**src/hdl/aset_pkg.sv**
```systemverilog
// Package for the address seen set: sizes, codes, request type and hash.
// Used by every module of the block but aset_ram; depends on nothing.
package aset_pkg;

  localparam int TABLE_BITS = 12;
  localparam int SLOT_COUNT = 1 << TABLE_BITS;
  localparam int HALF       = SLOT_COUNT / 2;
  localparam int CNT_W      = TABLE_BITS + 1;
  localparam int ADDR_W     = 48;
  localparam int SIZE_W     = 33;
  localparam int END_W      = ADDR_W + 1;
  localparam int PROD_W     = TABLE_BITS + 15;
  localparam int QDEPTH     = 2;
  localparam int QPTR_W     = 1;

  localparam logic [30:0] HASH_MUL = 31'h7feb352d;

  typedef logic [TABLE_BITS-1:0] slot_t;
  typedef logic [ADDR_W-1:0]     addr_t;
  typedef logic [SIZE_W-1:0]     size_t;
  typedef logic [END_W-1:0]      end_t;
  typedef logic [CNT_W-1:0]      cnt_t;
  typedef logic [PROD_W-1:0]     prod_t;

  typedef enum logic [1:0] {
    CMD_INSERT = 2'd0,
    CMD_QUERY  = 2'd1,
    CMD_FORGET = 2'd2,
    CMD_NONE   = 2'd3
  } cmd_t;

  localparam logic [1:0] ST_OK      = 2'd0;
  localparam logic [1:0] ST_OUTSIDE = 2'd1;
  localparam logic [1:0] ST_FULL    = 2'd2;

  localparam logic REG_BASE     = 1'b0;
  localparam logic REG_WIN_SIZE = 1'b1;

  // classified request, front to back
  typedef struct packed {
    cmd_t  cmd;
    addr_t addr;
    size_t len;
    slot_t slot;
    logic  zero;
    logic  outside;
  } req_t;

  // xor-shift and multiply; only the low PROD_W bits matter for the slot
  function automatic prod_t hash_prod(addr_t p);
    addr_t h;
    h = p ^ (p >> 16);
    return PROD_W'(h[PROD_W-1:0] * PROD_W'(HASH_MUL));
  endfunction

  function automatic slot_t slot_of(prod_t pr);
    return pr[TABLE_BITS-1:0] ^ pr[TABLE_BITS+14:15];
  endfunction

endpackage

```
**src/hdl/aset_front.sv**
```systemverilog
// Front end: takes requests, checks the window and hashes the address.
// Depends on aset_pkg.
module aset_front (
  input  logic                  clk,
  input  logic                  rst_n,
  input  logic                  start,
  input  logic                  clearing,
  input  aset_pkg::cmd_t        in_command,
  input  aset_pkg::addr_t       in_address,
  input  aset_pkg::size_t       in_range_size,
  input  aset_pkg::addr_t       base,
  input  aset_pkg::end_t        win_end,
  input  logic                  q_full,
  output logic                  busy,
  output logic                  push,
  output aset_pkg::req_t        push_req
);

  logic             f_valid_r, f_valid_nxt;
  aset_pkg::cmd_t   f_cmd_r;
  aset_pkg::addr_t  f_addr_r;
  aset_pkg::size_t  f_len_r;
  aset_pkg::prod_t  f_prod_r;
  logic             f_zero_r, f_out_r;
  logic             accept;

  assign busy   = clearing || (f_valid_r && q_full);
  assign accept = start && !busy;
  assign push   = f_valid_r && !q_full;
  assign f_valid_nxt = accept || (f_valid_r && q_full);

  assign push_req.cmd     = f_cmd_r;
  assign push_req.addr    = f_addr_r;
  assign push_req.len     = f_len_r;
  assign push_req.slot    = aset_pkg::slot_of(f_prod_r);
  assign push_req.zero    = f_zero_r;
  assign push_req.outside = f_out_r;

  always_ff @(posedge clk) begin
    if (!rst_n) begin
      f_valid_r <= 1'b0;
    end else begin
      f_valid_r <= f_valid_nxt;
    end
    if (accept) begin
      f_cmd_r  <= in_command;
      f_addr_r <= in_address;
      f_len_r  <= in_range_size;
      f_prod_r <= aset_pkg::hash_prod(in_address);
      f_zero_r <= (in_address == '0);
      f_out_r  <= !((in_address >= base) &&
                    (aset_pkg::END_W'(in_address) < win_end));
    end
  end

endmodule

```
**config.mk**
```make
export PLATFORM = sky130hd
export DESIGN_NAME = aset_front
export DESIGN_NICKNAME = d
export VERILOG_FILES = /design/src/hdl/aset_pkg.sv /design/src/hdl/aset_front.sv
export SDC_FILE = /design/constraint.sdc
export NUM_CORES = 1
export LEC_CHECK = 0
export BUFFER_PORTS_ARGS = -buffer_cell sky130_fd_sc_hd__buf_2
export CAP_MARGIN = 20
export CORE_AREA = 2 2 162 164
export DETAILED_ROUTE_END_ITERATION = 16
export DIE_AREA = 0 0 164 166
export PLACE_DENSITY = 0.76
export SKIP_CTS_REPAIR_TIMING = 1
export SLEW_MARGIN = 20
export SYNTH_ARGS = -nofsm -noshare
export SYNTH_HDL_FRONTEND = slang
export SYNTH_SLANG_ARGS = --single-unit
```
**constraint.sdc**
```tcl
create_clock -name clk -period 7.55 [get_ports clk]
set_clock_uncertainty 0.2 [all_clocks]
set_input_delay 1.51 -clock clk [delete_from_list [all_inputs] [get_ports clk]]
set_output_delay 1.51 -clock clk [all_outputs]
set_load 0.03 [all_outputs]
```
---- Word-level counts from Yosys, hierarchy flattened ----
Index checks and enable logic that the tools add are counted.
cells by class
  multiply operators ...................... 1
  order comparisons ....................... 2
  bitwise gates (word level) .............. 2
  reductions and logical operators ........ 10
operators by type and width
  operator                                                               count
  48-bit by 49-bit < comparator with 1-bit output                        1
  48-bit >= comparator                                                   1
  48-bit zero test                                                       1
  27-bit by 22-bit multiplier with 27-bit output, second input constant  1
  27-bit bitwise XOR                                                     1
  12-bit bitwise XOR                                                     1
  1-bit logical AND                                                      4
  1-bit zero test                                                        3
  1-bit logical OR                                                       2
word-level totals
  register bits ........................... 113
  input port bits ......................... 185
  word-level logic and storage cells ...... 22

---- Longest topological paths before layout ----
Gate-level depths: netlist (run 1).
  depth in word-level cells ............... 5
  gate-level depth with buffers ........... 24
  mapped depth without buffers ............ 24

---- Worst setup path before layout (run 1) ----
Ideal clock, no wire load.
  kind .................................... input port to flip-flop
  from .................................... input port in_address[7]
  to ...................................... register f_prod_r[26], data pin
  setup time .............................. 0.258 ns
  arrival ................................. 6.837 ns
  data required time ...................... 7.092 ns
  path slack .............................. 0.255 ns
  stages .................................. 24
  path buffers ............................ 0
  cell sequence ........................... xnor2_1 > inv_1 > ha_1 > inv_1 > fa_1 > inv_1 > ha_1 > inv_1 > fa_1 > inv_1 > fa_1 > fa_1 > inv_1 > fa_1 > inv_1 > ha_1 > a21o_1 > a21oi_1 > o21bai_1 > a21o_1 > a21oi_1 > a31oi_1 > a31oi_1 > xnor2_1
between the ends
  longest elaborated chain between the ends .. 2
RTL lines
  item                                            RTL line          RTL
  start: declaration                              aset_front.sv:9   input aset_pkg::addr_t in_address,
  27-bit bitwise XOR                              aset_pkg.sv:52    h = p ^ (p >> 16);
  27-bit by 22-bit multiplier with 27-bit output  aset_pkg.sv:53    return PROD_W'(h[PROD_W-1:0] * PROD_W'(HASH_MUL));
  end signal: assignment                          aset_front.sv:49  f_prod_r <= aset_pkg::hash_prod(in_address);
  end: declaration                                aset_front.sv:23  aset_pkg::prod_t f_prod_r;
Every way passes these cells.
A chain may end at the register's enable or synchronous reset.

---- Worst setup path after layout (run 1) ----
  from .................................... input port in_address[11]
  to ...................................... register f_prod_r[26], data pin
The elaborated chain is that of the path after synthesis.

==> impl_results.md, run 1 <==
* Root buf cell: clkbuf_16
* DR vias at 9704
* IO Pins at 284
* WL/cell at around 18 um
* Total track usage at 0.259
* R2R Setup Slk at 5.05 ns
* Fin crit period at 7.21 ns
* Largest family of logic cells by synthesized area: adder cells
* Area Growth Syn to Fin at 20.7%
* Sequential fraction of the synthesis area at 0.261
* Post-synthesis mux area share at 0
* Initial antenna violation count at 0
* Synth top area share at 0.259
* Most area-hungry cell type in the Yosys netlist: edfxtp_1
* Post-Synth Simple-Gate Area at 0.0472
* Period utilisation layout at 0.955
* Clock latency on the worst-skew pair at 0.37 ns
* CTS tree: done
* EDFF count, synth at 109
* Ys Warns at 0
* First-pass GRT wire length at approximately 54 mm
* # clock sinks at 110
* Avg Cell Area, Syn at just over 10 um2
* # diodes at 0
* Met3 routed wirelength at 2.17 mm
* Top_reg_cell synth: edfxtp_1
* Critical path class: input port to flop
* Max-cap violations at 0
* Die Span Y at 166 um
* Most common cell after layout, fill and taps aside: inv_1
* Cell variety after synth at 50
* Slew Limit Fails at 0
* Synth Cell Area at between 10000 and 15000 um2
* Met1 wire length at 13.8 mm
* Syn Nets at 1764
* Slew of the pin with the lowest slew margin at 0.768 ns
* Slew margin rel. at 0.488
* Hold crit path type: flop to flop
* Pin count of the biggest net entering global routing at 62
* ANT nets after route at 0
* PortBufs at 283
* Layout Nets at 2117
* Status: completed
* Detailed Route WL at 34.0 mm
* Die W at approximately 160 um
* Commonest non-fill, non-tap cells in the layout: inv_1, buf_2, ha_1, fa_1, edfxtp_1
* Highest metal used: met4
* Placed Area at 14900 um2
* Critical path data required time at 7.48 ns
* Count of state elements after synthesis at 110
* CTS clk-pin slew, worst paths at approximately 0.090 ns
* Die ar. at 27200 um2
* TritonCTS Buffers at 9
* Startpoint Class: input port
* Drt first pass iters at 5
* Detailed Place HPWL at around 30 mm
* Crit end category: flop
* Layout cells sized above 1 at 0.237
* Synth Area in Compound Gates at 0.0701
* DRC at 0
* Largest cells by area after synthesis: edfxtp_1, ha_1, fa_1
* 1st-iter DRT viols at 505
* Final setup violating endpoints at 0
* Critical Path Fanout Max at 4
* GRT Residual Overflow at 0
* Core area at around 26000 um2
* Async S/R FF share, synth at 0
* H-tree level count at 3
* Area share of xor/xnor cells in the synthesized design at 0.0694
* GP Congestion at about 0.98
* CTS max path bufs at 2
* Worst path arrival time at 7.14 ns
* Initial Utilization at 0.493
* Via-per-instance ratio at 5.08
* Post-Synth Adder-Cell Area at 0.432
* Row cnt at slightly below 60
* RSZ-0062 raised after global routing: false
* Vias in the first global route at 10293
* Achievable Freq at 139 MHz
* Fin. Hold Viols at 0
* Post-route cell area at 15200 um2
* Utilization after layout at 0.595
* Post-Syn Instances at 1216
* Detail Route met2 WL at 17.0 mm
through the flow:
stage / TNS [ns] / setup slack [ns] / instances / hold WS [ns]
after floorplan: 0 / 0.255 / 1216 / 0.293
after CTS: 0 / 0.340 / 1909 / 0.339
after detailed placement: -0.00961 / -0.00961 / 1893 / 0.327
after global placement: 0 / 0.100 / 1893 / 0.315
after global routing: 0 / 0.0247 / 1909 / 0.367
final: 0 / 0.343 / 1909 / 0.339
layer usage:
layer | vias up | track usage
li1 | 4604 | -
met4 | 0 | 0.0816
met2 | 379 | 0.455
met1 | 4648 | 0.326
met3 | 73 | 0.0415
met5 | - | 0
Yosys cell counts (all sizes together), types with 2 or more instances:
master	n
a2111o	2
a2111oi	3
a211oi	8
a21o	33
a21oi	33
a31oi	3
a41oi	2
and2	3
and3	3
buf	2
edfxtp	109
fa	121
ha	242
inv	400
nand2	13
nand2b	6
nand3	6
nand4	20
nor2	26
nor2b	7
nor3	5
nor4	15
o211ai	5
o21a	6
o21ai	26
o21bai	3
or2	5
xnor2	53
xor2	41
flip-flops by register name (all words and copies together), names as in the netlist:
register	count
f_zero_r	1
f_addr_r	48
f_valid_r	1
f_cmd_r	2
f_len_r	33
f_out_r	1
f_prod_r	24
final timing paths:
kind | startpoint | depth (start not counted) | endpoint
worst max-delay path | in_address[11] | 27 | f_prod_r[26]$_DFFE_PP_
worst min-delay path | f_valid_r$_SDFF_PN0_ | 2 | f_valid_r$_SDFF_PN0_
worst max register to register | f_valid_r$_SDFF_PN0_ | 3 | f_addr_r[22]$_DFFE_PP_
worst min register to register | f_valid_r$_SDFF_PN0_ | 2 | f_valid_r$_SDFF_PN0_
final cells by class:
cell class | count | area [um2]
Inverter | 400 | 1500
Sequential cell | 110 | 3290
Clock inverter | 7 | 80.1
Tap cell | 335 | 419
Multi-Input combinational cell | 704 | 7830
Timing Repair Buffer | 344 | 1890
Fill cell | 2167 | 10400
Clock buffer | 9 | 225
critical path, stage by stage:
cell     delay (ns)
buf_2          0.12
xnor2_1        0.26
buf_4          0.21
inv_1          0.08
ha_1           0.27
inv_1          0.05
fa_1           0.51
inv_1          0.05
ha_1           0.18
fa_1           0.47
inv_1          0.05
fa_1           0.47
inv_1          0.05
fa_1           0.53
inv_1          0.05
fa_1           0.53
inv_1          0.04
ha_1           0.30
o21a_1         0.16
o21a_1         0.21
o21ai_1        0.10
a21oi_1        0.17
buf_4          0.15
nand4_1        0.14
a31oi_2        0.19
a31oi_1        0.12
xnor2_1        0.14
cells by family (layout without fill, tap and decap cells):
kind of cell / Yosys count / after routing
adder cells (fa/ha/maj): 363 / 363
AO/OA/AOI/OAI: 134 / 134
flip-flops: 110 / 110
XOR/XNOR: 95 / 95
buffers and inverters: 402 / 760
AND/OR/NAND/NOR: 112 / 112
Power of run 1 is left out: the tool's default activity adds up to more than one toggle a clock period on the data nets, which glitch-free logic cannot reach.
==> inputs of run 2 (changes only) <==
ABC_AREA = 1   (was unset)
CORE_AREA = 2 2 166 168   (was 2 2 162 164)
DIE_AREA = 0 0 168 170   (was 0 0 164 166)
PLACE_DENSITY = 0.75   (was 0.76)
==> run 2 against run 1 <==
  * Critical path type unchanged
  * Register-to-register slack better by 0.02 ns
  * Area after synthesis increased by 4.4%
  * Final area is 3.0% higher
  * Critical path depth decreased by 5
  * Wire length increased by 5.9%
==> impl_results.md, run 2 <==
* CP max stage delay at 0.54 ns
* CP max-delay cell: fa_1
* Avg Cell Area, Syn at 8.91 um2
* Status: completed
* Fin crit period at a little over 7 ns
* 1st-iter DRT viols at 551
* First-pass GRT wire length at 56.0 mm
* R2r startpoint: f_valid_r$_SDFF_PN0_
* Worst hold stages at 4
* WL/cell at 16.6 um
* Largest regs: f_addr_r: 48 flops, f_len_r: 33 flops, f_prod_r: 24 flops
* Die ar. at about 29000 um2
* GP Congestion at 0.987
* Top-count cell post-synth: inv_1
* Ys Warns at 0
* Vias in the first global route at ~11000
* Most area-hungry cell type in the Yosys netlist: edfxtp_1
* Critical Path Fanout Max at 4
* CTS max path bufs at 2
* Root buf cell: clkbuf_16
* Slew of the pin with the lowest slew margin at 0.738 ns
* GRT Residual Overflow at 0
* Clock latency on the worst-skew pair at 0.38 ns
* Largest cells by area after synthesis: edfxtp_1, ha_1, fa_1
* IO Pins at between 200 and 300
* Filler cells at 2342
* Startpoint Class: input port
* Most common cell after layout, fill and taps aside: inv_1
* FF-to-FF End: f_addr_r[17]$_DFFE_PP_
* Final setup violating endpoints at 0
* Fin cells at 2165
* Buf+Inv Stages, Crit Path at 5
* Post-Syn Instances at approximately 1500
* Critical path class: input port to flop
* TritonCTS Buffers at 9
* ANT nets after route at 0
* Initial antenna violation count at 1
* EDFF count, synth at 109
* Fin. Hold Viols at 0
* DRC at 0
* Pin count of the biggest net entering global routing at 60
* FF-to-FF path depth at 5
* H-tree level count at 3
* Count of state elements after synthesis at 110
* Critical path data required time at 7.49 ns
* Slew margin rel. at 0.508
* Top post-synthesis cells by count: inv_1, ha_1, nand2_1
* # diodes at 0
* Most frequent CP cell: fa_1
* Hold Path Sink: f_valid_r$_SDFF_PN0_
* Async S/R FF share, synth at 0
* Synth Cell Area at 13200 um2
* Syn Nets at 2026
* Achievable Freq at 139 MHz
* Period utilisation layout at 0.952
* Setup TNS at 0 ns
* Worst path top cell family by delay: adder cells
* R2R Setup Slk at 5.07 ns
* Detailed Place HPWL at roughly 31 mm
* RSZ-0062 raised after global routing: false
* Detailed Route WL at approximately 36 mm
* Hold crit path type: flop to flop
* Biggest register: f_addr_r
* Die Span Y at 170 um
* Via-per-instance ratio at about 5
* Placed cells at 2149
* DR vias at 10760
* Max-cap violations at 0
* Max FFs per register at 48
* CTS tree: done
* Layout Nets at between 2000 and 2500
* Die W at 168 um
* Row cnt at 60
* Drt first pass iters at 5
* Synth top area share at 0.249
* Layout cells sized above 1 at 0.203
* Slew Limit Fails at 0
* Cell variety after synth at 30
* Total track usage at 0.256
* PortBufs at 283
* Commonest non-fill, non-tap cells in the layout: inv_1, buf_2, ha_1, nand2_1, fa_1
* # clock sinks at 110
* Hold_sp: f_valid_r$_SDFF_PN0_
* Core area at 26700 um2
* Worst path cell trace: buf_2 -> or2_2 -> nand2_1 -> inv_1 -> ha_1 -> or2_2 -> nand2_1 -> inv_1 -> ha_1 -> fa_1 -> fa_1 -> fa_1 -> fa_1 -> inv_1 -> fa_1 -> inv_1 -> ha_1 -> nand2_1 -> nor4_1 -> nand4_1 -> nand3_1 -> xor2_1
* Area Growth Syn to Fin at 19.2%
* Top_reg_cell synth: edfxtp_1
* Worst path arrival time at a little over 7 ns
* CTS clk-pin slew, worst paths at about 0.10 ns
* Crit end category: flop
* Sequential fraction of the synthesis area at 0.250
* Initial Utilization at 0.494
run 2: worst max path at each step:
stage,start,end,slack [ns],cells past startpoint
6_report,in_address[19],f_prod_r[25]$_DFFE_PP_,0.36,22
5_1_grt,in_address[19],f_prod_r[25]$_DFFE_PP_,0.08,22
2_1_floorplan,q_full,f_addr_r[0]$_DFFE_PP_,0.38,3
3_5_place_dp,in_address[19],f_prod_r[25]$_DFFE_PP_,0.004,22
4_1_cts,in_address[19],f_prod_r[25]$_DFFE_PP_,0.42,22
3_3_place_gp,in_address[25],f_prod_r[24]$_DFFE_PP_,0.12,22
run 2: routing by layer:
layer / vias to the layer above / track usage / share of wire
met3: 99 / 0.0437 / 0.061
met4: 2 / 0.125 / 0.050
li1: 5221 / - / -
met2: 389 / 0.455 / 0.48
met5: - / 0 / 0.00044
met1: 5049 / 0.302 / 0.41
run 2: final cells by class:
cell class	instances	area, um2	area share
Multi-Input combinational cell	881	8050	0.513
Timing Repair Buffer	332	1780	0.114
Sequential cell	110	3290	0.210
Tap cell	341	427	0.0272
Inverter	485	1820	0.116
Clock buffer	9	225	0.0144
Clock inverter	7	93.8	0.00598
run 2: cell families after synthesis:
group | count (synthesis) | share of synthesized area
buffers and inverters | 487 | 0.139
adder cells (fa/ha/maj) | 363 | 0.414
AND/OR/NAND/NOR | 345 | 0.110
AO/OA/AOI/OAI | 113 | 0.0463
flip-flops | 110 | 0.250
XOR/XNOR | 60 | 0.0405
run 2: worst register-to-register path, delay by kind of cell, from the launching register on:
family                 cells  cell delay, ns
AND/OR/NAND/NOR            3            0.25
flip-flops                 1            0.33
buffers and inverters      2            1.25
run 2: stage by stage:
| step | hold WS [ns] | cell area [um2] | utilization | worst slack, ns |
|---|---|---|---|---|
| after detailed placement | 0.366 | 15400 | 0.577 | 0.00443 |
| after global placement | 0.340 | 15400 | 0.577 | 0.124 |
| after floorplan | 0.323 | 13200 | - | 0.381 |
| after CTS | 0.391 | 15700 | 0.589 | 0.415 |
| after global routing | 0.479 | 15700 | 0.589 | 0.0750 |
| final | 0.396 | 15700 | 0.589 | 0.363 |
Power of run 2 is left out for the same reason.
