## src/hdl/aset_pkg.sv

```systemverilog
// Package for the address seen set: sizes, codes, request type and hash.
// Used by every module of the block but aset_ram; depends on nothing.
package aset_pkg;

  localparam int TABLE_BITS = 12;
  localparam int SLOT_COUNT = 1 << TABLE_BITS;
  localparam int HALF       = SLOT_COUNT / 2;
  localparam int CNT_W      = TABLE_BITS + 1;
  localparam int ADDR_W     = 48;
  localparam int SIZE_W     = 33;
  localparam int END_W      = ADDR_W + 1;
  localparam int PROD_W     = TABLE_BITS + 15;
  localparam int QDEPTH     = 2;
  localparam int QPTR_W     = 1;

  localparam logic [30:0] HASH_MUL = 31'h7feb352d;

  typedef logic [TABLE_BITS-1:0] slot_t;
  typedef logic [ADDR_W-1:0]     addr_t;
  typedef logic [SIZE_W-1:0]     size_t;
  typedef logic [END_W-1:0]      end_t;
  typedef logic [CNT_W-1:0]      cnt_t;
  typedef logic [PROD_W-1:0]     prod_t;

  typedef enum logic [1:0] {
    CMD_INSERT = 2'd0,
    CMD_QUERY  = 2'd1,
    CMD_FORGET = 2'd2,
    CMD_NONE   = 2'd3
  } cmd_t;

  localparam logic [1:0] ST_OK      = 2'd0;
  localparam logic [1:0] ST_OUTSIDE = 2'd1;
  localparam logic [1:0] ST_FULL    = 2'd2;

  localparam logic REG_BASE     = 1'b0;
  localparam logic REG_WIN_SIZE = 1'b1;

  // classified request, front to back
  typedef struct packed {
    cmd_t  cmd;
    addr_t addr;
    size_t len;
    slot_t slot;
    logic  zero;
    logic  outside;
  } req_t;

  // xor-shift and multiply; only the low PROD_W bits matter for the slot
  function automatic prod_t hash_prod(addr_t p);
    addr_t h;
    h = p ^ (p >> 16);
    return PROD_W'(h[PROD_W-1:0] * PROD_W'(HASH_MUL));
  endfunction

  function automatic slot_t slot_of(prod_t pr);
    return pr[TABLE_BITS-1:0] ^ pr[TABLE_BITS+14:15];
  endfunction

endpackage

```

## src/hdl/aset_queue.sv

```systemverilog
// Short request queue between the front end and the table engine.
// Depends on aset_pkg.
module aset_queue (
  input  logic            clk,
  input  logic            rst_n,
  input  logic            push,
  input  aset_pkg::req_t  push_req,
  input  logic            pop,
  output aset_pkg::req_t  head,
  output logic            empty,
  output logic            full
);

  aset_pkg::req_t                ent_r [aset_pkg::QDEPTH];
  logic [aset_pkg::QPTR_W-1:0]   wr_r, rd_r;
  logic [aset_pkg::QPTR_W:0]     cnt_r;

  assign empty = (cnt_r == '0);
  assign full  = (cnt_r == (aset_pkg::QPTR_W+1)'(aset_pkg::QDEPTH));
  assign head  = ent_r[rd_r];

  always_ff @(posedge clk) begin
    if (!rst_n) begin
      wr_r  <= '0;
      rd_r  <= '0;
      cnt_r <= '0;
    end else begin
      if (push) begin
        wr_r <= wr_r + 1'b1;
      end
      if (pop) begin
        rd_r <= rd_r + 1'b1;
      end
      if (push && !pop) begin
        cnt_r <= cnt_r + 1'b1;
      end else if (pop && !push) begin
        cnt_r <= cnt_r - 1'b1;
      end
    end
    if (push) begin
      ent_r[wr_r] <= push_req;
    end
  end

endmodule

```

## config.mk

```make
export PLATFORM = sky130hd
export DESIGN_NAME = aset_queue
export DESIGN_NICKNAME = d
export VERILOG_FILES = /design/src/hdl/aset_pkg.sv /design/src/hdl/aset_queue.sv
export SDC_FILE = /design/constraint.sdc
export NUM_CORES = 1
export LEC_CHECK = 0
export BUFFER_PORTS_ARGS = -buffer_cell sky130_fd_sc_hd__clkbuf_2
export CAP_MARGIN = 40
export CORE_ASPECT_RATIO = 1.4
export CORE_UTILIZATION = 40
export DETAILED_ROUTE_END_ITERATION = 8
export PLACE_DENSITY = 0.73
export SLEW_MARGIN = 0
export SYNTH_ARGS = -nofsm -noshare
export SYNTH_HDL_FRONTEND = slang
export SYNTH_SLANG_ARGS = --single-unit
export TNS_END_PERCENT = 20
```

## constraint.sdc

```tcl
create_clock -name clk -period 6.6 [get_ports clk]
set_clock_uncertainty 0.2 [all_clocks]
set_input_delay 0.33 -clock clk [delete_from_list [all_inputs] [get_ports clk]]
set_output_delay 0.33 -clock clk [all_outputs]
set_load 0.03 [all_outputs]
```

# --- After elaboration in Yosys (flattened, before gate mapping) ---
# Memories as Yosys holds them, arrays and structs flattened. A register that Yosys moved wholly into a read port is not among the register bits.
# Index checks and enable logic that the tools add are counted.
totals:
  register_bits: 4
  ramBits: 194
  in_bits: 101
  memories: 1
classes:
  addsub: 4
  n_eq_ne: 1
  mux: 6
  reduce_logical: 6
memory_table:
  columns: ["name", "depth", "width", "rd", "rd_ports_with_merged_regs", "write_ports", "line_no", "text"]
  rows:
  - ["ent_r", 2, 97, 1, 1, 1, "aset_queue.sv:14", "aset_pkg::req_t ent_r [aset_pkg::QDEPTH];"]
ops:
  columns: ["op", "count"]
  rows:
  - ["1-bit 2-to-1 mux", 4]
  - ["2-bit 2-to-1 mux", 2]
  - ["1-bit adder, second input constant", 2]
  - ["2-bit by 1-bit adder with 2-bit output, second input constant", 1]
  - ["2-bit == test, second input constant", 1]
  - ["1-bit logical AND", 2]
  - ["1-bit zero test", 2]
  - ["2-bit zero test", 1]
  - ["2-bit nonzero test", 1]
  - ["2-bit by 1-bit subtractor with 2-bit output, second input constant", 1]

# --- Depth between registers and ports, before layout ---
# Gate-level depths: netlist of the first run.
logic_depth:
  word_depth: 4
  ltp_mapped: 5
  mapped_depth_nobuf: 5

# --- Worst setup path after synthesis of the first run ---
# No wires, ideal clock.
synth_timing:
  path_type: "reg-to-reg"
  startpoint: "register wr_r"
  endpoint: "memory ent_r[0][0] (netlist bit) (enable)"
  setup_time_ps: 566
  arrival_time_ps: 4613
  path_slack_ps: 1221
  path_stages_with_launch: 2
  synth_period_minus_slack_ps: 5379
  cell_sequence: "dfxtp_1 -> nor2b_1"
synth_rtl:
  columns: ["element", "line_no", "text"]
  rows:
  - ["start, declared", "aset_queue.sv:15", "logic [aset_pkg::QPTR_W-1:0] wr_r, rd_r;"]
  - ["start signal, assigned", "aset_queue.sv:29", "wr_r <= wr_r + 1'b1;"]
  - ["end, declared", "aset_queue.sv:14", null]
# Straight into the memory's write port.

==> impl_summary.md, run 1 <==
Clocking
At the later pin of the worst-skew pair, clock insertion delay measures 0.41 ns. In this run the deepest clock path goes through 2 buffers. The root buffer cell is sky130_fd_sc_hd__clkbuf_16. The count of instances resized after the clock tree is built is 0. The H-tree generated during clock tree synthesis spans 4 levels. The TritonCTS sink count is 199. The total clock buffers created by CTS is 17. The clock slew at the register clock pins of the worst setup and hold paths is 0.07 ns.

TritonCTS built the clock tree.

GRT
The initial antenna violation count came to 0. Across every metal layer, demand over resource in global routing totals 15.8%. Summed over all layers, the global routing overflow is 0. The number of global-route vias before repair is 4,597. The first-pass GRT wire length is 21,800 um.

The pin count of the biggest net entering global routing is 57.

Critical path
The kind of cell adding the most delay to the critical path is buffers and inverters. The critical register-to-register path endpoint is ent_r[0][32]. Walking the worst path, the cells encountered are buf_4 -> mux2_2 -> clkbuf_2.

The cell depth of the worst flop-to-flop path is 3. For this run, the slowest stage of the critical path takes 0.84 ns. The number of buffers and inverters on the critical path is 2.

Among all stages on the critical path, the largest delay is contributed by sky130_fd_sc_hd__dfxtp_4. In this run the register-to-register setup slack is 4.32 ns. In this run the worst path has a maximum fanout of 50. The data required time at the worst endpoint is 6.07 ns.

For the worst setup path, the data arrival time is 2.61 ns. In this run the critical register-to-register path is launched from wr_r. The worst setup path is captured at a primary output. The critical path is of the flop to primary output type. The startpoint type of the worst setup path is a flop.

Drt
For this run, the detailed router's first-pass iteration total came to 4. Once detail routing completed, the nets flagged for antenna violations numbered 0. The routed layout has 4,061 vias. The wire length reported by the detailed router is 14,300 um. The average detailed-routed wire length per instance is 16.1 um.

The first-iteration detailed-routing DRC count is 195. The post-detailed-route DRC marker count is 0. In the routed layout, each cell is associated on average with a via count of 4.59.

Timing
Setup repair after global routing left no endpoint under its margin. The worst path in the final design needs a cycle of 3.14 ns, including I/O delays and setup. The setup-violating endpoint count in the final report is 0. The sum of negative setup slack is 0 ns. For this run, the top clock speed supported by timing is 318 MHz. The worst-margin pin slew is 0.777 ns. The worst hold slack is 0.0948 ns. In the post-route analysis, the smallest setup slack over all paths is 3.46 ns. The relative slew slack is 48.2%.

The number of pins with negative max-slew slack in the final report was 0. The period utilization is 47.6%. The final hold violation count is 0.

Run
The max capacitance violation total is 0.

Floorplan
The floorplan step defined a core boundary enclosing 17,900 um^2. The number of rows in the core area is 58. The horizontal die dimension is 116 um.

The die height is 162 um. The effective utilization at floorplan is 40.9%. The die footprint is 18,900 um^2. The count of boundary I/O pins is 200.

Hold path
The path class of the tightest hold or removal check is primary input to flop. The worst hold endpoint is wr_r. The startpoint of the lowest-slack hold path is push. Along the worst hold path, the cell count comes to 3.

Layout
The net total in the final layout is 735. From synthesis to final layout, the design area changed by 38.6%. The layout cell share with drive strength beyond 1 is 51.5%. 0 antenna diodes ended up in the layout.

Placement
Prior to clock tree synthesis, the placed netlist has a worst setup slack of 3.84 ns. Input and output buffers added on the ports amount to 199. The weighted congestion reported at the end of routability-driven placement is 0.698. The HPWL after detailed placement is 8530 um.

Synthesis
After synthesis the cells add up to 7330 um^2. By area the synthesized netlist is led by sky130_fd_sc_hd__edfxtp_1, sky130_fd_sc_hd__mux2_2, sky130_fd_sc_hd__mux2_4. Synthesis instantiated 17 different standard cells from the library.

The count of warnings emitted by yosys is 0. Synthesis produced 324 cells. The synthesized design spends more area on one cell type than any other, namely sky130_fd_sc_hd__edfxtp_1. Summed over its instances, the top area cell type makes up 79.4% of the synthesized netlist area.

The mean cell area of the mapped netlist is 22.6 um^2. Sequential elements use 80.8% of the synthesized area. The synthesized flop and latch total is 199. The number of nets handed over by synthesis was 426.

Power and ir drop
The static leakage power is 3.94 nW. The maximum VDD drop is 0.183 mV. The power density over the cells is 291 nW/um^2.

Status
The flow ran to the end, and the final reports show no timing, DRC or antenna violations.
-- cell usage in the layout, fill, tap and decap left out, types with 3 or more instances in the layout --
master	instances
sky130_fd_sc_hd__mux2_2	67
sky130_fd_sc_hd__clkbuf_16	17
sky130_fd_sc_hd__dfxtp_1	4
sky130_fd_sc_hd__and2_1	3
sky130_fd_sc_hd__mux2_4	30
sky130_fd_sc_hd__bufinv_16	3
sky130_fd_sc_hd__dlygate4sd3_1	98
sky130_fd_sc_hd__buf_4	4
sky130_fd_sc_hd__edfxtp_1	194
sky130_fd_sc_hd__clkinvlp_4	4
sky130_fd_sc_hd__clkbuf_2	199
-- per-stage QoR --
step	total power [mW]	util, %	area, um^2	cells
after global placement	1.88	47.9	8590	756
after global routing	3.07	56.7	10200	885
after CTS	2.99	56.7	10200	885
after detailed placement	1.90	47.9	8590	756
final	2.96	56.7	10200	885
after floorplan	1.78	-	7330	324
-- logic make-up (layout without fill, tap and decap cells) --
kind of cell / Yosys count / in the layout / share of synthesized area, %
flip-flops: 199 / 199 / 80.8
multiplexers: 97 / 97 / 16.4
buffers and inverters: 12 / 333 / 1.23
AND/OR/NAND/NOR: 9 / 9 / 0.734
AO/OA/AOI/OAI: 3 / 3 / 0.273
XOR/XNOR: 3 / 3 / 0.358
adder cells (fa/ha/maj): 1 / 1 / 0.171
-- tightest hold or removal path: stages --
cell,delay [ns]
sky130_fd_sc_hd__clkbuf_2,0.12
sky130_fd_sc_hd__nor2b_1,0.12
sky130_fd_sc_hd__o21a_1,0.12
-- metal layers --
metal	track usage [%]	wire, um	vias to the layer above
li1	-	-	1901
met1	15.7	5300	1981
met2	29.4	7860	149
met3	3.96	712	30
met4	8.33	414	0
met5	0	0	-
-- cells in the mapped netlist, drive strengths merged --
library cell	instances
edfxtp	194
nor2	1
mux2	97
xnor2	1
a21boi	1
ha	1
buf	11
dfxtp	5
nor2b	3
o21a	1
xor2	2
inv	1
o21ai	1
and2	4
or3	1
-- state kept, by name, summed over array words and instances, names as in the netlist, named ones only --
register	count
ent_r	194
cnt_r	2
rd_r	1
wr_r	1
-- worst max-delay path by stage --
stage,depth (start not counted),to,slack [ns]
5_1_grt,3,head[33],3.29
4_1_cts,3,head[25],3.36
3_5_place_dp,3,head[25],3.84
6_report,3,head[25],3.46
2_1_floorplan,1,ent_r[0][0],1.22
3_3_place_gp,3,head[18],3.89
-- area by class of cell --
type | instances | area [um^2]
clock buffer | 17 | 425
clock inverter | 14 | 173
fill | 1365 | 7760
inverter | 1 | 3.75
multi-input combinational | 113 | 1330
sequential | 199 | 5930
tap | 240 | 300
timing repair buffer | 301 | 2010
-- where the power goes --
part           internal, mW  leakage [nW]  switching, mW  total (mW)
registers              1.46          1.86         0.0305        1.49
logic                 0.180          1.79          0.245       0.425
clock network         0.599         0.281          0.449        1.05
-- repair_timing --
item | in CTS | in global routing
hold buffers | 98 | 0
setup buffers | 0 | 0
hold endpoints to repair | 199 | 0
setup endpoints to repair | 0 | 0
(Power assumes the default switching activity.)
==> run 2: changes to the inputs <==
--- a/config.mk
+++ b/config.mk
@@ -5,6 +5,7 @@
 export SDC_FILE = /design/constraint.sdc
 export NUM_CORES = 1
 export LEC_CHECK = 0
+export ABC_AREA = 1
 export BUFFER_PORTS_ARGS = -buffer_cell sky130_fd_sc_hd__clkbuf_2
 export CAP_MARGIN = 40
 export CORE_ASPECT_RATIO = 1.4
==> constraint.sdc (replaced) <==
create_clock -name clk -period 3.3 [get_ports clk]
set_clock_uncertainty 0.2 [all_clocks]
set_input_delay 0.165 -clock clk [delete_from_list [all_inputs] [get_ports clk]]
set_output_delay 0.165 -clock clk [all_outputs]
set_load 0.03 [all_outputs]
==> run 2 against run 1 <==
Net effect: synthesized cell count increased by 4.0%; clock power rose by 100%; count of clock-buffer cells in the layout is 4 higher; total power grew 99%; sequential share of layout area down 0.61 points; routed wire length rose by 1.0%; via count increased by 2.9%; worst setup slack got worse by 2.6 ns; combinational power grew 86%; first-iteration DRC count down 9.2%; sequential power grew 99%.
==> impl_summary.md, run 2 <==
Timing
The sum of negative setup slack is 0 ns (unchanged). The clock period minus final worst setup slack is 2.43 ns. The relative slew slack was 41.0% (-7.2 points). Timing would allow up to 412 MHz. The setup-violating endpoint count in the final report is 0 (unchanged).

The final critical path takes up 73.6% of the cycle. The number of pins with negative max-slew slack in the final report is 0 (unchanged). The worst-margin pin slew was 0.885 ns (+0.108 ns). Setup repair after global routing left no endpoint under its margin.

The final hold violation count is 0 (unchanged).

Layout
The final design utilization came to 57.1% (+0.37 points). The net total in the final layout is 756 (+2.9%). Ranked by flip-flop count, first place goes to ent_r.

The register area is 5930 um^2 (unchanged). The number of fill cells in the layout is 1,399 (+2.5%). The most common cell after layout, fill and taps aside is sky130_fd_sc_hd__clkbuf_2. The area taken by multi-input logic gates came to 1310 um^2 (-1.3%). The number of antenna cells inserted came to 0 (unchanged).

The flip-flop count of the largest register, all copies and words added is 194 (unchanged). Leaving out fill and tap cells, the most frequent cells in the layout are sky130_fd_sc_hd__clkbuf_2, sky130_fd_sc_hd__edfxtp_1, sky130_fd_sc_hd__dlygate4sd3_1. Relative to the synthesized area, the layout overhead comes to 39.9%.

In the final layout, the registers with the most flip-flops are ent_r: 194 flops, cnt_r: 2 flops. The count of non-filler cells in the finished layout is 907 (+2.5%). The layout cell share with drive strength beyond 1 came to 49.9% (-1.5 points).

Synthesis
The multiplexer fraction of the synthesized cell area is 16.4% (-0.025 points). The xor-xnor portion of the synthesized cell area was 0% (-0.36 points). The fraction of post-synthesis cell area in the top cell type by area is 79.3% (-0.12 points). The number of enable flip-flop cells after synthesis is 194 (unchanged). After synthesis, the most frequently instantiated cells are sky130_fd_sc_hd__edfxtp_1, sky130_fd_sc_hd__mux2_2, sky130_fd_sc_hd__mux2_4, sky130_fd_sc_hd__nor2_1. The async set-or-reset flop fraction in the synthesized netlist is 0% (unchanged). The synthesized flop and latch total was 199 (unchanged). The most common flop cell mapped by yosys is sky130_fd_sc_hd__edfxtp_1. The complex-gate fraction of the synthesized area came to 0.136% (-0.14 points). The adder and majority cell fraction of the synthesized area is 0.170% (-0.00026 points). The net count of the mapped netlist is 439 (+3.1%). The unique cell type count in the Yosys netlist is 14 (-3). The count of warnings emitted by yosys is 0 (unchanged). The sequential-to-total area share from yosys stat is 80.7% (-0.12 points). The mean cell area of the mapped netlist is 21.8 um^2 (-3.7%).

The fraction of the mapped netlist area in simple logic gates came to 1.02% (+0.29 points). In the post-synthesis netlist, the biggest area contributors are sky130_fd_sc_hd__edfxtp_1, sky130_fd_sc_hd__mux2_2, sky130_fd_sc_hd__mux2_4. Among all cell types in the netlist, the one instantiated most often is sky130_fd_sc_hd__edfxtp_1. The dominant combinational cell family by area after synthesis is multiplexers. The number of instances in the synthesized netlist is 337 (+4.0%). The cell area after synthesis was 7340 um^2 (+0.15%). The largest area contributor in the synthesized netlist is sky130_fd_sc_hd__edfxtp_1.

Placement
The HPWL after detailed placement is 9050 um (+6.1%). The weighted congestion reported at the end of routability-driven placement came to 0.740 (+6.0%). The number of instances in the placed design came to 772 (+2.1%). The number of I/O port buffers is 199 (unchanged).

Critical path
The cell depth of the worst flop-to-flop path is 5 (+2). The biggest fanout along the worst timing path was 30 (-40%). The critical path goes through buf_4 -> mux2_2 -> clkbuf_2. The startpoint type of the worst setup path is a flop. The arrival time of data at the critical path endpoint is 2.06 ns (-0.55 ns). The endpoint identified for the worst register-to-register timing path is wr_r. The start of the worst register-to-register path is wr_r. The setup path with the least slack is of type flop to primary output. The reg-to-reg setup timing slack is 1.24 ns (-3.08 ns). The slowest stage of the critical path is the sky130_fd_sc_hd__dfxtp_4 cell. The endpoint class of the critical path is a primary output. The data required time at the worst endpoint is 2.93 ns (-3.14 ns). The worst stage delay on the critical path is 0.70 ns (-0.14 ns).

Power and ir drop
The power density over the cells came to 573 nW/um^2 (+97%). The static leakage power is 4.03 nW (+2.3%). The maximum VDD drop came to 0.443 mV (+140%). The sum of internal, switching and leakage power came to 5.88 mW (+99%).

Clocking
The count of instances resized after the clock tree is built is 0 (unchanged). The latest clock arrival within the worst-skew pair was 0.41 ns (about the same). The maximum clock insertion buffer count is 2 (unchanged).

The root buffer cell is sky130_fd_sc_hd__clkbuf_16. The clock tree from TritonCTS is built. The total clock buffers created by CTS is 17 (unchanged).

The clock slew at the register clock pins of the worst setup and hold paths is 0.07 ns (about the same). The TritonCTS sink count is 199 (unchanged). The count of H-tree levels built during CTS came to 4 (unchanged).

Floorplan
The effective utilization at floorplan was 40.8% (-0.10 points). The count of boundary I/O pins was 200 (unchanged). The die height was 162 um (about the same). The horizontal die dimension was 117 um (about the same). The number of rows in the core area came to 58 (unchanged). The die footprint is 18,900 um^2 (+0.15%). The area inside the core boundary is 18,000 um^2 (+0.41%).

Hold path
The startpoint of the lowest-slack hold path is push_req[37]. The min-delay analysis places its worst path in the category primary input to flop. The cell count of the worst hold path is 2 (-1). The worst hold endpoint is ent_r[1][37].

Drt
The wire length reported by the detailed router came to 14,400 um (+1.0%). The post-detailed-route count of antenna-violating nets came to 0 (unchanged). The ratio of routed vias to standard cells is 4.61 (+0.43%). The number of vias in the routed layout was 4,180 (+2.9%). The average detailed-routed wire length per instance came to 15.9 um (-1.4%). The post-detailed-route DRC marker count is 0 (unchanged). The number of detailed-routing iterations run before antenna repair came to 4 (unchanged). The first-iteration detailed-routing DRC count came to 177 (-9.2%).

GRT
The number of global-route vias before repair is 4,489 (-2.3%). The pin count of the biggest net entering global routing came to 64 (+12%). The overall routing resource usage is 15.6% (-0.21 points).

The initial antenna violation count was 0 (unchanged). The first-pass GRT wire length is 21,500 um (-1.5%). The total congestion overflow is 0 (unchanged).

Run
The max capacitance violation total is 0 (unchanged).

Status
The flow ran to the end, and the final reports show no timing, DRC or antenna violations.
[run 2: cell families after synthesis]
| kind of cell | after synthesis |
|---|---|
| mux | 97 |
| simple gates | 19 |
| buf+inv | 19 |
| compound gates | 2 |
| flops | 199 |
| fa+ha+maj | 1 |
[run 2: layout make-up]
type                       instances  share of cell area [%]
sequential                       199                    57.7
timing repair buffer             309                    20.4
multi-input combinational        119                    12.8
clock buffer                      21                    4.29
tap                              240                    2.92
clock inverter                    11                    1.64
inverter                           8                   0.317
[run 2: how the worst max path moves through the flow]
stage | from | end | slack [ns] | cells after the start
4_1_cts | flop | head[93] | 0.82 | 3
3_5_place_dp | wr_r | ent_r[1][64] | 1.25 | 3
2_1_floorplan | wr_r | ent_r[1][0] | 0.30 | 2
3_3_place_gp | wr_r | ent_r[1][62] | 1.32 | 3
6_report | flop | head[93] | 0.87 | 3
5_1_grt | flop | head[93] | 0.76 | 3
[run 2: what timing repair did]
action | in CTS | in global routing
hold endpoints to repair | 199 | 0
buffers inserted | 0 | 0
hold buffers | 103 | 0
[run 2: critical path: cells and delay by family (launching register included)]
family / cells / cell delay [ns]
buffers and inverters: 2 / 0.56
DFF: 1 / 0.70
muxes: 1 / 0.38
[run 2: metal layers]
layer,wire length (um),global-route usage [%]
met3,747,4.65
met5,0,0
met4,270,6.35
met2,8330,29.9
met1,5090,15.0
[run 2: stage by stage]
step,hold slack [ns],worst slack [ns],area (um^2)
5_1_grt,0.259,0.761,10300
3_5_place_dp,0.158,1.25,8630
4_1_cts,0.250,0.821,10300
2_1_floorplan,0.0639,0.304,7350
3_3_place_gp,0.155,1.32,8630
6_report,0.272,0.871,10300
[run 2: report_power, final]
| part | internal (mW) | switching, mW |
|---|---|---|
| registers | 2.92 | 0.0485 |
| clock network | 1.27 | 0.849 |
| logic | 0.332 | 0.457 |
| total | 4.53 | 1.35 |
==> run 3: changes to the inputs <==
--- a/config.mk
+++ b/config.mk
@@ -5,13 +5,13 @@
 export SDC_FILE = /design/constraint.sdc
 export NUM_CORES = 1
 export LEC_CHECK = 0
-export ABC_AREA = 1
+export ABC_AREA = 0
 export BUFFER_PORTS_ARGS = -buffer_cell sky130_fd_sc_hd__clkbuf_2
 export CAP_MARGIN = 40
 export CORE_ASPECT_RATIO = 1.4
 export CORE_UTILIZATION = 40
 export DETAILED_ROUTE_END_ITERATION = 8
-export PLACE_DENSITY = 0.73
+export PLACE_DENSITY = 0.75
 export SLEW_MARGIN = 0
 export SYNTH_ARGS = -nofsm -noshare
 export SYNTH_HDL_FRONTEND = slang
==> constraint.sdc (replaced) <==
create_clock -name clk -period 2.08 [get_ports clk]
set_clock_uncertainty 0.2 [all_clocks]
set_input_delay 0.104 -clock clk [delete_from_list [all_inputs] [get_ports clk]]
set_output_delay 0.104 -clock clk [all_outputs]
set_load 0.03 [all_outputs]
==> run 3 against run 2 <==
Net effect: via count shrank 2.3%; highest routed layer unchanged; worst setup slack lost 0.80 ns; first-iteration DRC count grew 24%; flip-flop and latch count is the same; worst hold slack lost 0.23 ns; clock power grew 49%; total power grew 58%; sequential power grew 58%; cell count shrank 0.88%.
==> impl_summary.md, run 3 (synthesis results as in run 1) <==
Layout
The library cells used most frequently in the layout, excluding fill and tap cells, are sky130_fd_sc_hd__clkbuf_2, sky130_fd_sc_hd__edfxtp_1, sky130_fd_sc_hd__dlygate4sd3_1. More flip-flops sit in one register than any other, and that register is ent_r. The layout cell share with drive strength beyond 1 is 51.7% (+1.7 points).

The count of non-filler cells in the finished layout is 899 (-0.88%). The flip-flop count of the largest register, all copies and words added came to 194 (unchanged). The area growth from synthesis to layout is 40.8%. The net total in the final layout is 747 (-1.2%). The largest registers in the layout are ent_r: 194 flops, cnt_r: 2 flops. The most common cell after layout, fill and taps aside is sky130_fd_sc_hd__clkbuf_2.

Floorplan
The count of boundary I/O pins is 200 (unchanged). The die footprint is 18,900 um^2 (-0.15%). The area inside the core boundary is 17,900 um^2 (-0.40%). The number of rows in the core area is 58 (unchanged).

The die height is 162 um (about the same). The horizontal die dimension is 116 um (about the same). The effective utilization at floorplan is 40.9% (+0.10 points).

Critical path
The arrival time of data at the critical path endpoint is 1.70 ns (-0.36 ns). STA classifies the critical path startpoint as a flop. The data required time at the worst endpoint is 1.78 ns (-1.15 ns). By startpoint and endpoint, the worst setup path is classified as flop to primary output. The endpoint class of the critical path is a primary output.

The biggest fanout along the worst timing path is 21 (-30%). The cell depth of the worst flop-to-flop path is 4 (-1).

Hold path
The cell count of the worst hold path was 4 (+2). The min-delay analysis places its worst path in the category primary input to flop.

Clocking
The maximum clock insertion buffer count is 2 (unchanged). The total clock buffers created by CTS is 17 (unchanged). The TritonCTS sink count came to 199 (unchanged). The clock tree from TritonCTS is built.

The count of H-tree levels built during CTS is 4 (unchanged). The latest clock arrival within the worst-skew pair was 0.41 ns (about the same). The root buffer cell is sky130_fd_sc_hd__clkbuf_16. The clock slew at the register clock pins of the worst setup and hold paths came to 0.07 ns (about the same).

GRT
The total congestion overflow was 0 (unchanged). The overall routing resource usage was 15.4% (-0.15 points). The pin count of the biggest net entering global routing is 98 (+53%). The first-pass GRT wire length is 21,500 um (about the same). The initial antenna violation count is 1 (+1). The number of global-route vias before repair came to 4,479 (-0.22%).

Timing
The worst-margin pin slew is 0.636 ns (-0.249 ns). The final hold violation count came to 0 (unchanged). Derived from the worst setup path, the maximum achievable clock frequency is 498 MHz. Counting I/O delays and the setup requirement, the final critical path takes 2.01 ns. The worst path uses 96.4% of the clock period. The relative slew slack is 57.6% (+17 points). Setup repair after global routing left no endpoint under its margin.

The number of pins with negative max-slew slack in the final report is 0 (unchanged). The setup-violating endpoint count in the final report is 0 (unchanged). The sum of negative setup slack is 0 ns (unchanged). The worst hold slack is 0.0425 ns (-0.230 ns).

Drt
The ratio of routed vias to standard cells came to 4.54 (-1.5%). The average detailed-routed wire length per instance is 15.7 um (-1.2%). The number of vias in the routed layout is 4,083 (-2.3%).

The post-detailed-route DRC marker count is 0 (unchanged). The wire length reported by the detailed router is 14,100 um (-2.1%). The number of detailed-routing iterations run before antenna repair was 4 (unchanged). The first-iteration detailed-routing DRC count is 219 (+24%). The post-detailed-route count of antenna-violating nets was 0 (unchanged).

Power and ir drop
The static leakage power is 4.02 nW (-0.30%). The maximum VDD drop came to 0.553 mV (+25%). The power density over the cells is 900 nW/um^2 (+57%).

Placement
The HPWL after detailed placement came to 8660 um (-4.3%). The weighted congestion reported at the end of routability-driven placement is 0.685 (-7.4%). The number of instances in the placed design is 758 (-1.8%). The number of I/O port buffers is 199 (unchanged).

Run
The max capacitance violation total is 0 (unchanged).

Status
The flow ran to the end, and the final reports show no timing, DRC or antenna violations.
## run 3: cell types whose count changed in the layout (fill, tap and decap cells not counted), sizes merged, moves of 2 or more
| cell | change |
|---|---|
| buf | +6 |
| nor2 | -8 |
| clkinvlp | +2 |
| xor2 | +2 |
| nand2 | -8 |
| nor2b | +3 |
| inv | -7 |
| clkbuf | +2 |
| bufinv | -2 |
| dlygate4sd3 | -3 |
| and2 | +4 |
## run 3: path summary, 6_finish.rpt
check | startpoint | endpoint | slack [ns]
worst min register to register | cnt_r[1] | cnt_r[1] | 0.34
worst max-delay path | flop | head[11] | 0.07
worst max register to register | wr_r | wr_r | 0.45
worst min-delay path | push | cnt_r[1] | 0.04
## run 3: layout make-up
class                           instances  area [um^2]
Inverter                                1         3.75
Tap cell                              240          300
Antenna cell                            1         2.50
Timing Repair Buffer                  313         2200
Clock buffer                           22          444
Multi-Input combinational cell        113         1330
Clock inverter                         10          119
Sequential cell                       199         5930
Fill cell                            1359         7600
## run 3: metal layers
| layer | global-route usage [%] | vias up | part of all wire [%] |
|---|---|---|---|
| li1 | - | 1927 | - |
| met1 | 15.5 | 2010 | 37 |
| met2 | 29.3 | 134 | 56 |
| met3 | 4.70 | 12 | 5.7 |
| met4 | 5.36 | 0 | 1.2 |
| met5 | 0 | - | 0 |
## run 3: report_power, final
group | switching, mW | internal (mW) | leakage [nW]
Combinational | 0.826 | 0.628 | 1.88
Clock | 1.37 | 1.78 | 0.267
Sequential | 0.0589 | 4.63 | 1.86
Total | 2.25 | 7.04 | 4.02
## run 3: critical path, stage by stage, from the launching register on
cell                        delay [ns]
sky130_fd_sc_hd__dfxtp_4          0.40
sky130_fd_sc_hd__buf_12           0.14
sky130_fd_sc_hd__clkbuf_16        0.20
sky130_fd_sc_hd__mux2_2           0.36
sky130_fd_sc_hd__clkbuf_2         0.19
## run 3: repair_timing
action                                  4_1_cts  5_1_grt
gates resized for setup                       0        2
cloned                                        0        1
endpoints found under the hold margin       199        0
setup buffers                                 0        7
hold buffers                                100        0
endpoints found under the setup margin       51       76
## run 3: stage by stage
| step | area (um^2) | worst slack, ns | util [%] | total power, mW |
|---|---|---|---|---|
| floorplan | 7340 | -0.310 | - | 5.64 |
| global placement | 8650 | 0.457 | 48.3 | 6.00 |
| detailed placement | 8650 | 0.429 | 48.3 | 6.04 |
| CTS | 10200 | -0.0272 | 57.0 | 9.35 |
| global route | 10300 | 0.00539 | 57.6 | 9.63 |
| finish | 10300 | 0.0739 | 57.6 | 9.29 |
